===== config.mk =====
export PLATFORM = sky130hd
export DESIGN_NAME = html_numeric_entity_encoder_unit_flat
export DESIGN_NICKNAME = d
export VERILOG_FILES = /design/src/hdl/hne_pkg.sv /design/src/hdl/hne_if.sv /design/src/hdl/hne_format.sv /design/src/hdl/html_numeric_entity_encoder_unit.sv /design/src/flat_wrapper.sv
export SDC_FILE = /design/constraint.sdc
export NUM_CORES = 1
export LEC_CHECK = 0
export ABC_AREA = 1
export BUFFER_PORTS_ARGS = -buffer_cell sky130_fd_sc_hd__buf_2
export CAP_MARGIN = 20
export CORE_MARGIN = 2
export CORE_UTILIZATION = 55
export CTS_CLUSTER_SIZE = 16
export DETAILED_ROUTE_END_ITERATION = 10
export GPL_ROUTABILITY_DRIVEN = 0
export PLACE_DENSITY = 0.82
export SYNTH_ARGS = -nofsm -noshare
export SYNTH_HDL_FRONTEND = slang
export SYNTH_SLANG_ARGS = --single-unit

===== constraint.sdc =====
create_clock -name clock -period 6.1 [get_ports clock]
set_input_delay 1.22 -clock clock [delete_from_list [all_inputs] [get_ports clock]]
set_output_delay 1.22 -clock clock [all_outputs]
set_load 0.02 [all_outputs]

===== src/hdl/hne_pkg.sv =====
// hne_pkg: types and constants shared by the html numeric entity encoder
// no dependencies
package hne_pkg;

   localparam int unsigned BYTE_W  = 8;
   localparam int unsigned MAX_LEN = 6;
   localparam int unsigned LEN_W   = $clog2(MAX_LEN + 1);
   localparam int unsigned POS_W   = $clog2(MAX_LEN);

   localparam logic [BYTE_W-1:0] CHAR_AMP   = 8'h26;
   localparam logic [BYTE_W-1:0] CHAR_HASH  = 8'h23;
   localparam logic [BYTE_W-1:0] CHAR_SEMI  = 8'h3b;
   localparam logic [BYTE_W-1:0] CHAR_LT    = 8'h3c;
   localparam logic [BYTE_W-1:0] CHAR_GT    = 8'h3e;
   localparam logic [BYTE_W-1:0] CHAR_CR    = 8'h0d;
   localparam logic [BYTE_W-1:0] CHAR_LF    = 8'h0a;
   localparam logic [BYTE_W-1:0] CHAR_TAB   = 8'h09;
   localparam logic [BYTE_W-1:0] CHAR_ZERO  = 8'h30;

   typedef struct packed {
      logic [MAX_LEN-1:0][BYTE_W-1:0] bytes;
      logic [LEN_W-1:0]               len;
      logic                           inside_tag_next;
   } hne_seq_type;

endpackage


===== src/hdl/hne_if.sv =====
// hne_req_if / hne_rsp_if: valid-ready channels of the encoder
// depends on hne_pkg
interface hne_req_if;
   logic                          valid;
   logic                          ready;
   logic [hne_pkg::BYTE_W-1:0]    text_byte;
   logic                          text_start;

   modport source (output valid, output text_byte, output text_start, input ready);
   modport sink   (input valid, input text_byte, input text_start, output ready);
endinterface

interface hne_rsp_if;
   logic                          valid;
   logic                          ready;
   logic [hne_pkg::BYTE_W-1:0]    out_byte;
   logic                          last_of_run;

   modport source (output valid, output out_byte, output last_of_run, input ready);
   modport sink   (input valid, input out_byte, input last_of_run, output ready);
endinterface


===== src/hdl/hne_format.sv =====
// hne_format: builds the output byte sequence and next tag state for one item
// depends on hne_pkg
module hne_format (
   input  logic [hne_pkg::BYTE_W-1:0] text_byte,
   input  logic                       text_start,
   input  logic                       encode_all,
   input  logic                       inside_tag,
   output hne_pkg::hne_seq_type       seq
);

   logic [6:0]  rem;
   logic [1:0]  hundreds;
   logic [14:0] prod;
   logic [3:0]  tens;
   logic [6:0]  tens_x10;
   logic [3:0]  ones;
   logic [hne_pkg::BYTE_W-1:0] h_char;
   logic [hne_pkg::BYTE_W-1:0] t_char;
   logic [hne_pkg::BYTE_W-1:0] o_char;
   logic        tag_cur;
   logic        do_encode;

   always_comb begin
      if (text_byte >= 8'd200) begin
         hundreds = 2'd2;
         rem      = 7'(text_byte - 8'd200);
      end else if (text_byte >= 8'd100) begin
         hundreds = 2'd1;
         rem      = 7'(text_byte - 8'd100);
      end else begin
         hundreds = 2'd0;
         rem      = text_byte[6:0];
      end
      // divide by ten through reciprocal, exact below 100
      prod     = 15'(rem) * 15'd205;
      tens     = prod[14:11];
      tens_x10 = 7'(tens) * 7'd10;
      ones     = 4'(rem - tens_x10);
      h_char   = hne_pkg::CHAR_ZERO | {6'd0, hundreds};
      t_char   = hne_pkg::CHAR_ZERO | {4'd0, tens};
      o_char   = hne_pkg::CHAR_ZERO | {4'd0, ones};
   end

   always_comb begin
      tag_cur             = inside_tag & ~text_start;
      seq.inside_tag_next = tag_cur;
      do_encode           = 1'b0;
      if (encode_all) begin
         do_encode = 1'b1;
      end else if (text_byte inside {hne_pkg::CHAR_CR, hne_pkg::CHAR_LF, hne_pkg::CHAR_TAB}) begin
         do_encode = 1'b0;
      end else if (text_byte == hne_pkg::CHAR_LT) begin
         seq.inside_tag_next = 1'b1;
      end else if (text_byte == hne_pkg::CHAR_GT) begin
         seq.inside_tag_next = 1'b0;
      end else if (!tag_cur) begin
         do_encode = 1'b1;
      end

      seq.bytes = '0;
      if (!do_encode) begin
         seq.bytes[0] = text_byte;
         seq.len      = hne_pkg::LEN_W'(1);
      end else begin
         seq.bytes[0] = hne_pkg::CHAR_AMP;
         seq.bytes[1] = hne_pkg::CHAR_HASH;
         if (hundreds != 2'd0) begin
            seq.bytes[2] = h_char;
            seq.bytes[3] = t_char;
            seq.bytes[4] = o_char;
            seq.bytes[5] = hne_pkg::CHAR_SEMI;
            seq.len      = hne_pkg::LEN_W'(6);
         end else if (tens != 4'd0) begin
            seq.bytes[2] = t_char;
            seq.bytes[3] = o_char;
            seq.bytes[4] = hne_pkg::CHAR_SEMI;
            seq.len      = hne_pkg::LEN_W'(5);
         end else begin
            seq.bytes[2] = o_char;
            seq.bytes[3] = hne_pkg::CHAR_SEMI;
            seq.len      = hne_pkg::LEN_W'(4);
         end
      end
   end

endmodule


===== src/hdl/html_numeric_entity_encoder_unit.sv =====
// html_numeric_entity_encoder_unit: top level of the html numeric entity encoder
// depends on hne_pkg, hne_req_if, hne_rsp_if and hne_format
// Each text byte on req is answered on rsp either by itself (one byte) or by
// its reference "&#<decimal>;" (four to six bytes), with last_of_run on the
// final byte. Unless rsp.ready stalls it, the rsp side moves one byte per
// cycle and a raw stream runs at one item per cycle; the serializer holds an
// item for its one raw byte or four to six encoded bytes. A byte passes the
// input register, serializer and output register. encode_all is written
// through csr_write_enable while idle by the user, not enforced by the block.
module html_numeric_entity_encoder_unit (
   input  logic         clock,
   input  logic         reset,
   hne_req_if.sink      req,
   hne_rsp_if.source    rsp,
   input  logic         csr_write_enable,
   input  logic         csr_write_data
);

   logic                                  encode_all_ff, encode_all_in;
   logic                                  inside_tag_ff, inside_tag_in;

   logic                                  in_valid_ff, in_valid_in;
   logic [hne_pkg::BYTE_W-1:0]            in_byte_ff, in_byte_in;
   logic                                  in_start_ff, in_start_in;

   logic                                  ser_valid_ff, ser_valid_in;
   logic [hne_pkg::MAX_LEN-1:0][hne_pkg::BYTE_W-1:0] ser_bytes_ff, ser_bytes_in;
   logic [hne_pkg::LEN_W-1:0]             ser_len_ff, ser_len_in;
   logic [hne_pkg::POS_W-1:0]             ser_pos_ff, ser_pos_in;

   logic                                  rsp_valid_ff, rsp_valid_in;
   logic [hne_pkg::BYTE_W-1:0]            rsp_byte_ff, rsp_byte_in;
   logic                                  rsp_last_ff, rsp_last_in;

   hne_pkg::hne_seq_type                  seq;
   logic                                  out_load;
   logic                                  ser_at_last;
   logic                                  ser_load;
   logic                                  in_load;

   hne_format u_format (
      .text_byte  (in_byte_ff),
      .text_start (in_start_ff),
      .encode_all (encode_all_ff),
      .inside_tag (inside_tag_ff),
      .seq        (seq)
   );

   assign ser_at_last = (hne_pkg::LEN_W'(ser_pos_ff) == ser_len_ff - hne_pkg::LEN_W'(1));
   assign out_load    = ser_valid_ff & (~rsp_valid_ff | rsp.ready);
   assign ser_load    = in_valid_ff & (~ser_valid_ff | (out_load & ser_at_last));
   assign in_load     = req.valid & req.ready;

   assign req.ready       = ~in_valid_ff | ser_load;
   assign rsp.valid       = rsp_valid_ff;
   assign rsp.out_byte    = rsp_byte_ff;
   assign rsp.last_of_run = rsp_last_ff;

   always_comb begin
      encode_all_in = csr_write_enable ? csr_write_data : encode_all_ff;
      inside_tag_in = ser_load ? seq.inside_tag_next : inside_tag_ff;

      in_valid_in = in_load | (in_valid_ff & ~ser_load);
      in_byte_in  = in_load ? req.text_byte : in_byte_ff;
      in_start_in = in_load ? req.text_start : in_start_ff;

      ser_valid_in = ser_valid_ff;
      ser_bytes_in = ser_bytes_ff;
      ser_len_in   = ser_len_ff;
      ser_pos_in   = ser_pos_ff;
      if (ser_load) begin
         ser_valid_in = 1'b1;
         ser_bytes_in = seq.bytes;
         ser_len_in   = seq.len;
         ser_pos_in   = '0;
      end else if (out_load) begin
         ser_valid_in = ~ser_at_last;
         ser_pos_in   = ser_pos_ff + hne_pkg::POS_W'(1);
      end

      rsp_valid_in = out_load | (rsp_valid_ff & ~rsp.ready);
      rsp_byte_in  = out_load ? ser_bytes_ff[ser_pos_ff] : rsp_byte_ff;
      rsp_last_in  = out_load ? ser_at_last : rsp_last_ff;
   end

   always_ff @(posedge clock) begin
      if (reset) begin
         encode_all_ff <= 1'b0;
         inside_tag_ff <= 1'b0;
         in_valid_ff   <= 1'b0;
         ser_valid_ff  <= 1'b0;
         rsp_valid_ff  <= 1'b0;
      end else begin
         encode_all_ff <= encode_all_in;
         inside_tag_ff <= inside_tag_in;
         in_valid_ff   <= in_valid_in;
         ser_valid_ff  <= ser_valid_in;
         rsp_valid_ff  <= rsp_valid_in;
      end
   end

   always_ff @(posedge clock) begin
      in_byte_ff   <= in_byte_in;
      in_start_ff  <= in_start_in;
      ser_bytes_ff <= ser_bytes_in;
      ser_len_ff   <= ser_len_in;
      ser_pos_ff   <= ser_pos_in;
      rsp_byte_ff  <= rsp_byte_in;
      rsp_last_ff  <= rsp_last_in;
   end

`ifndef ASSERT_OFF
   a_pos_in_range: assert property (@(posedge clock) disable iff (reset)
      ser_valid_ff |-> (hne_pkg::LEN_W'(ser_pos_ff) < ser_len_ff))
      else $error("serializer position beyond sequence length");

   a_len_legal: assert property (@(posedge clock) disable iff (reset)
      ser_valid_ff |-> (ser_len_ff == hne_pkg::LEN_W'(1) || ser_len_ff == hne_pkg::LEN_W'(4)
                        || ser_len_ff == hne_pkg::LEN_W'(5) || ser_len_ff == hne_pkg::LEN_W'(6)))
      else $error("illegal sequence length");

   a_load_restarts: assert property (@(posedge clock) disable iff (reset)
      ser_load |=> (ser_valid_ff && ser_pos_ff == '0))
      else $error("serializer did not restart on load");

   a_mid_run_holds: assert property (@(posedge clock) disable iff (reset)
      (out_load && !ser_at_last) |=> (ser_valid_ff && ser_pos_ff == $past(ser_pos_ff) + 1'b1))
      else $error("item dropped in the middle of its run");

   a_no_overwrite: assert property (@(posedge clock) disable iff (reset)
      (ser_valid_ff && !(out_load && ser_at_last)) |-> !ser_load)
      else $error("serializer overwritten while busy");
`endif

endmodule

===== src/flat_wrapper.sv =====
// flat-port wrapper written by rule: the top's interface ports become plain ports
module html_numeric_entity_encoder_unit_flat 
  (clock, reset, csr_write_enable, csr_write_data, req_valid, req_text_byte, req_text_start, req_ready, rsp_valid, rsp_out_byte, rsp_last_of_run, rsp_ready);
  hne_req_if req_i ();
  hne_rsp_if rsp_i ();
  input  logic clock;
  input  logic reset;
  input  logic csr_write_enable;
  input  logic csr_write_data;
  input wire logic [$bits(req_i.valid)-1:0] req_valid;
  input wire logic [$bits(req_i.text_byte)-1:0] req_text_byte;
  input wire logic [$bits(req_i.text_start)-1:0] req_text_start;
  output wire logic [$bits(req_i.ready)-1:0] req_ready;
  output wire logic [$bits(rsp_i.valid)-1:0] rsp_valid;
  output wire logic [$bits(rsp_i.out_byte)-1:0] rsp_out_byte;
  output wire logic [$bits(rsp_i.last_of_run)-1:0] rsp_last_of_run;
  input wire logic [$bits(rsp_i.ready)-1:0] rsp_ready;
  assign req_i.valid = req_valid;
  assign req_i.text_byte = req_text_byte;
  assign req_i.text_start = req_text_start;
  assign req_ready = req_i.ready;
  assign rsp_valid = rsp_i.valid;
  assign rsp_out_byte = rsp_i.out_byte;
  assign rsp_last_of_run = rsp_i.last_of_run;
  assign rsp_i.ready = rsp_ready;
  html_numeric_entity_encoder_unit u_core (.clock(clock), .reset(reset), .req(req_i), .rsp(rsp_i), .csr_write_enable(csr_write_enable), .csr_write_data(csr_write_data));
endmodule

Yosys cells after proc, flatten, opt, wreduce, memory -nomap -nowiden
Cells that the tools add are included.
W data, S select, Z words.

storage, ports and cells
  bits in registers = 75
  input bits = 15
  output and inout bits = 11
  word-level logic and storage cells = 85

operators by class
  add/subtract/negate cells = 5
  multiply operators = 2
  magnitude comparators = 3
  equal/unequal tests = 6
  mux-type cells = 24
  bitwise operators = 20
  reduce and logical (&&, ||, !) cells = 5

operators by type and width
  kind                    count
  $bmux W8 S3             1
  $eq A8 B4 Y1 const B    3
  $mux W22                1
  $mux W6                 3
  $eq A8 B6 Y1 const B    2
  $mul A7 B8 Y15 const B  1
  $mux W7                 2
  $sub A7 B7 Y7 const B   2
  $mux W1                 13
  $mux W12                1
  $ge A8 B7 Y1 const B    1
  $ge A8 B8 Y1 const B    1
  $mux W8                 1
  $not A1 Y1              8
  $and A1 B1 Y1           7
  $or A1 B1 Y1            5
  $lt A3 B4 Y1 const B    1
  $mul A4 B3 Y3 const B   1
  $mux W2                 2
  $reduce_bool A2 Y1      2
  $reduce_bool A4 Y1      1
  $sub A4 B4 Y4           1
  $add A3 B1 Y3 const B   1
  $eq A3 B3 Y1            1
  3 further kinds         3

Longest topological paths before layout
  depth in word-level cells = 9
  gate-level depth with buffers = 35
  mapped depth without buffers = 35

Cells and area by module
A second synthesis with hierarchy kept.

unflattened totals
  cells, all modules = 506
  area total of the unflattened synthesis = 4894.7 sq um

modules (own cells, without submodules)
  module                            instances  cells each  area each (sq um)  seq. area each (sq um)
  html_numeric_entity_encoder_unit  1          215         2905.3             2232.1
  hne_format                        1          291         1989.4             0.0

Least setup slack after synthesis
OpenSTA, ideal clock, no wires.

  kind = register to register
  from = reg u_core.in_byte_ff[3] in the netlist's numbering
  to = reg u_core.ser_bytes_ff[27] in the netlist's numbering, data pin
  library setup time = 0.252 ns
  data arrival time = 5.148 ns
  required time = 5.848 ns
  slack = 0.700 ns
  stages on the path, launching flop included = 36
  buffers on the path = 0
  period minus slack after synthesis = 5.400 ns
  cells stage by stage = edfxtp_1 > inv_1 > ha_1 > nand2_1 > nand2_1 > nand2_1 > nand2_4 > nand2_1 > xor2_1 > nand2_1 > o21ai_0 > ha_1 > ha_1 > fa_1 > inv_1 > fa_1 > inv_1 > ha_1 > nand2_1 > inv_1 > nand2_1 > nand2_1 > nand2_2 > nand2_2 > nand2_2 > nand2_4 > inv_1 > ha_1 > inv_1 > fa_1 > xnor2_1 > inv_1 > nand3_1 > nand3_1 > nand2_1 > nand2_1

between the ends
  longest elaborated chain between the ends = 8
  elaborated cells on any way between the ends = 25
  those cells by class = add/sub (3); mul (2); order compare (2); eq/ne (5); mux (10); reduce/logical (3)

RTL lines
  element                                               line                                     source
  start, declared                                       html_numeric_entity_encoder_unit.sv:23   logic [hne_pkg::BYTE_W-1:0] in_byte_ff, in_byte_in;
  start signal, assigned                                html_numeric_entity_encoder_unit.sv:103  in_byte_ff <= in_byte_in;
  $sub A7 B7 Y7 / $ge A8 B7 Y1 (equally long branches)  hne_format.sv:29, hne_format.sv:27
  $mux W7                                               hne_format.sv:27                         end else if (text_byte >= 8'd100) begin
  $mux W7                                               hne_format.sv:24                         if (text_byte >= 8'd200) begin
  $mul A7 B8 Y15                                        hne_format.sv:35                         prod = 15'(rem) * 15'd205;
  $mul A4 B3 Y3                                         hne_format.sv:37                         tens_x10 = 7'(tens) * 7'd10;
  $sub A4 B4 Y4                                         hne_format.sv:38                         ones = 4'(rem - tens_x10);
  $mux W12                                              hne_format.sv:73                         end else if (tens != 4'd0) begin
  $mux W22                                              hne_format.sv:67                         if (hundreds != 2'd0) begin
  end signal, assigned                                  html_numeric_entity_encoder_unit.sv:105  ser_bytes_ff <= ser_bytes_in;
  end, declared                                         html_numeric_entity_encoder_unit.sv:27   logic [hne_pkg::MAX_LEN-1:0][hne_pkg::BYTE_W-1:0] ser_bytes_ff, ser_bytes_in;

Parallel ways exist; a longest one is shown, timed or not.
A chain may end at the register's enable or synchronous reset.

Final worst setup path
  from = reg u_core.in_byte_ff[2] in the netlist's numbering
  to = reg u_core.ser_bytes_ff[27] in the netlist's numbering, data pin

Same word-level chain as after synthesis.

==> flow_summary.toml <==
[outcome]
status = "complete, no violations"

[timing]
maxSlewViolCount = 0
fin_hold_ws_ns = 0.4726
slew_headroom_pct = 66.10
tns_ns = 0
clock_skew_ns = 0.009785
min_period_over_period_pct = 94.86
hold_viol = 0
setup_viol = 0
min_period_ns = 5.786
setup_slack_ns = 0.3138
fmax_ghz = 0.1728
worstMarginPinSlew_ns = 0.5063

[detailed_routing]
wl_per_cell_um = 14.08
dr_total_vias = 2896
drt_wl_total_um = 7376
ant_nets = 0
drt_first_iter_violations = 197
drc = 0
viasPerCell = 5.527
dr.pass1.iters = 7

[final_layout]
area_growth_syn_to_layout_pct = 11.40
fin_area_um2 = 4048
nNetsFinal = 512
drive_gt1_share_pct = 16.55
final_cells = 524
insertedDiodeCount = 0
fin_util_pct = 63.38

[logic_synthesis]
netlist.area_leader.share_pct = 35.54
synth_compound_area_share_pct = 10.12
syn_area_um2 = 3633
synth_nets = 475
synthCells = 409
yosysMostFrequentCell = "nand2_1"
ys_ff_latch = 51
synth_edf_count = 43
seq_area_frac_synth_pct = 39.94
synth_top_area_cell = "edfxtp_1"
postSynthAreaPerCell_um2 = 8.884
synthAdderAreaFrac_pct = 19.42
yosysWarnings = 0
synth_top_family_by_area = "simple AND/OR/NAND/NOR gates"
async_flop_share_pct = 0
synthXorXnorAreaFrac_pct = 2.410
synthFlopType = "edfxtp_1"
synthTopCellsByCount = "nand2_1 (80), inv_1 (62), edfxtp_1 (43)"
ys_types = 43
synthMuxAreaShare_pct = 0
synth-simple-area-share_pct = 20.66
synthTopCellsByArea = "edfxtp_1 (36%), ha_1 (14%), nand2_1 (8.3%)"

[floorplanning]
dieWidth_um = 85.28
die_h_um = 85.28
start_util_pct = 56.90
dieArea_um2 = 7273
rows = 29
core_um2 = 6386
io_pins = 26

[place]
placed_cells = 509
place_area_um2 = 3851
portBuffers = 25
dp_slack_ns = 0.2784
dpl.hpwl_um = 5548

[critical_path]
cp_slowest_cell = "edfxtp_1"
crit_required_ns = 6.17
worstSetupStartpointType = "register"
cpPeakStageDelay_ns = 0.48
crit_top_cell = "ha_1"
crit_type = "register to register"
crit_fanout = 8
cp.arrival_ns = 5.86
critPathBufInv = 6
endpoint_kind = "register"
critPathTopFamily = "adder cells"

[power]
vdd_drop_max_mv = 0.2891
leakagePower_nw = 1.925
p_total_mw = 1.833
cellPowerDensity_nw_per_um2 = 452.8

[clock_tree]
clk_path_buf_depth = 2
cts_tree = "built"
cts.hold.buffers_added = 0
cts.sinks = 51
clkTransAtPathRegs_ns = 0.10
cts_buffers = 5
cts-root-buf = "clkbuf_8"
clkLatencyLatePin_ns = 0.31
htree_levels = 2

[worst_hold_path]
hold_path.class = "register to register"

[global_route]
antenna_found_initial = 0
grt_pass1_vias = 2754
grt_pass1_wl_um = 11970
grt_max_degree = 31
track_usage_pct = 20.52
gr-total-overflow = 0

[run]
maxCapViolCount = 0
[power breakdown]
group          switching (mW)  total, mW  internal [mW]
Combinational           0.702       1.11          0.408
Clock                   0.115      0.238          0.122
Sequential             0.0264      0.485          0.459
Total                   0.843       1.83          0.989
[metal layers]
metal / GRT usage, % / share of wire [%] / vias up
li1: - / - / 1434
met2: 35.87 / 51 / 94
met1: 25.77 / 42 / 1353
met5: 0 / 0 / -
met3: 3.405 / 5.0 / 15
met4: 6.926 / 1.4 / 0
[cell usage in the layout, fill, tap and decap left out, types with 2 or more instances in the layout]
cell and n:
nand2_2 8, a21oi_1 26, clkbuf_8 5, o211ai_1 3, fa_1 9, o21ai_0 15
dfxtp_1 8, o22ai_1 2, buf_2 25, edfxtp_1 43, xor2_1 6, nand2_1 80
nor3_1 2, buf_4 9, nand3_2 4, ha_1 42, a31oi_1 4, inv_2 6
nand3_1 14, nor2_2 3, nand4_1 3, nor2_1 36, inv_1 60, xnor2_1 2
o21ai_1 2, clkinv_1 2, nand2_4 5
[final timing paths]
check                                           from                       to  cells past startpoint  slack, ns
worst max-delay path            u_core.in_byte_ff[2]  u_core.ser_bytes_ff[27]                     30       0.31
worst min-delay path             u_core.ser_valid_ff         u_core.rsp.valid                      2       0.47
worst max register to register  u_core.in_byte_ff[2]  u_core.ser_bytes_ff[27]                     30       0.31
worst min register to register   u_core.ser_valid_ff         u_core.rsp.valid                      2       0.47
[cell type report]
cell class	count	area (um^2)
fill	503	2338
timing repair buffer	34	192.7
multi-input combinational	287	1944
clock buffer	5	68.82
clock inverter	3	42.54
sequential	51	1451
inverter	67	251.5
tap	77	96.34
[state kept, by name (all words and copies together) (netlist names)]
| name | cells |
|---|---|
| u_core.encode_all_ff | 1 |
| u_core.ser_bytes_ff | 23 |
| u_core.ser_valid_ff | 1 |
| u_core.ser_pos_ff | 3 |
| u_core.ser_len_ff | 2 |
| u_core.rsp.out_byte | 8 |
| u_core.in_start_ff | 1 |
| u_core.rsp.valid | 1 |
| u_core.inside_tag_ff | 1 |
| u_core.rsp.last_of_run | 1 |
| u_core.in_valid_ff | 1 |
| u_core.in_byte_ff | 8 |
[cells by family (layout without fill, tap and decap cells)]
kind of cell | Yosys count | after routing
AOI/OAI and AO/OA | 64 | 64
xor gates and xnor gates | 10 | 10
adders and majority gates | 51 | 51
buffers and inverters | 71 | 109
DFF | 51 | 51
and+or+nand+nor | 162 | 162
[worst reg2reg max path, delay by kind of cell (launching register included)]
family	cells	cell delay, ns
adder cells (fa/ha/maj)	8	2.55
buffers and inverters	6	0.60
XOR/XNOR	2	0.40
AO/OA/AOI/OAI	3	0.59
AND/OR/NAND/NOR	11	0.91
flip-flops	1	0.48
[repair_timing]
item / in CTS / in global routing
setup endpoints to repair: 0 / 3
setup buffers: 0 / 7
resized for setup: 0 / 9
endpoints found under the hold margin: 0 / 0
Power figures use the tool's default switching activity.
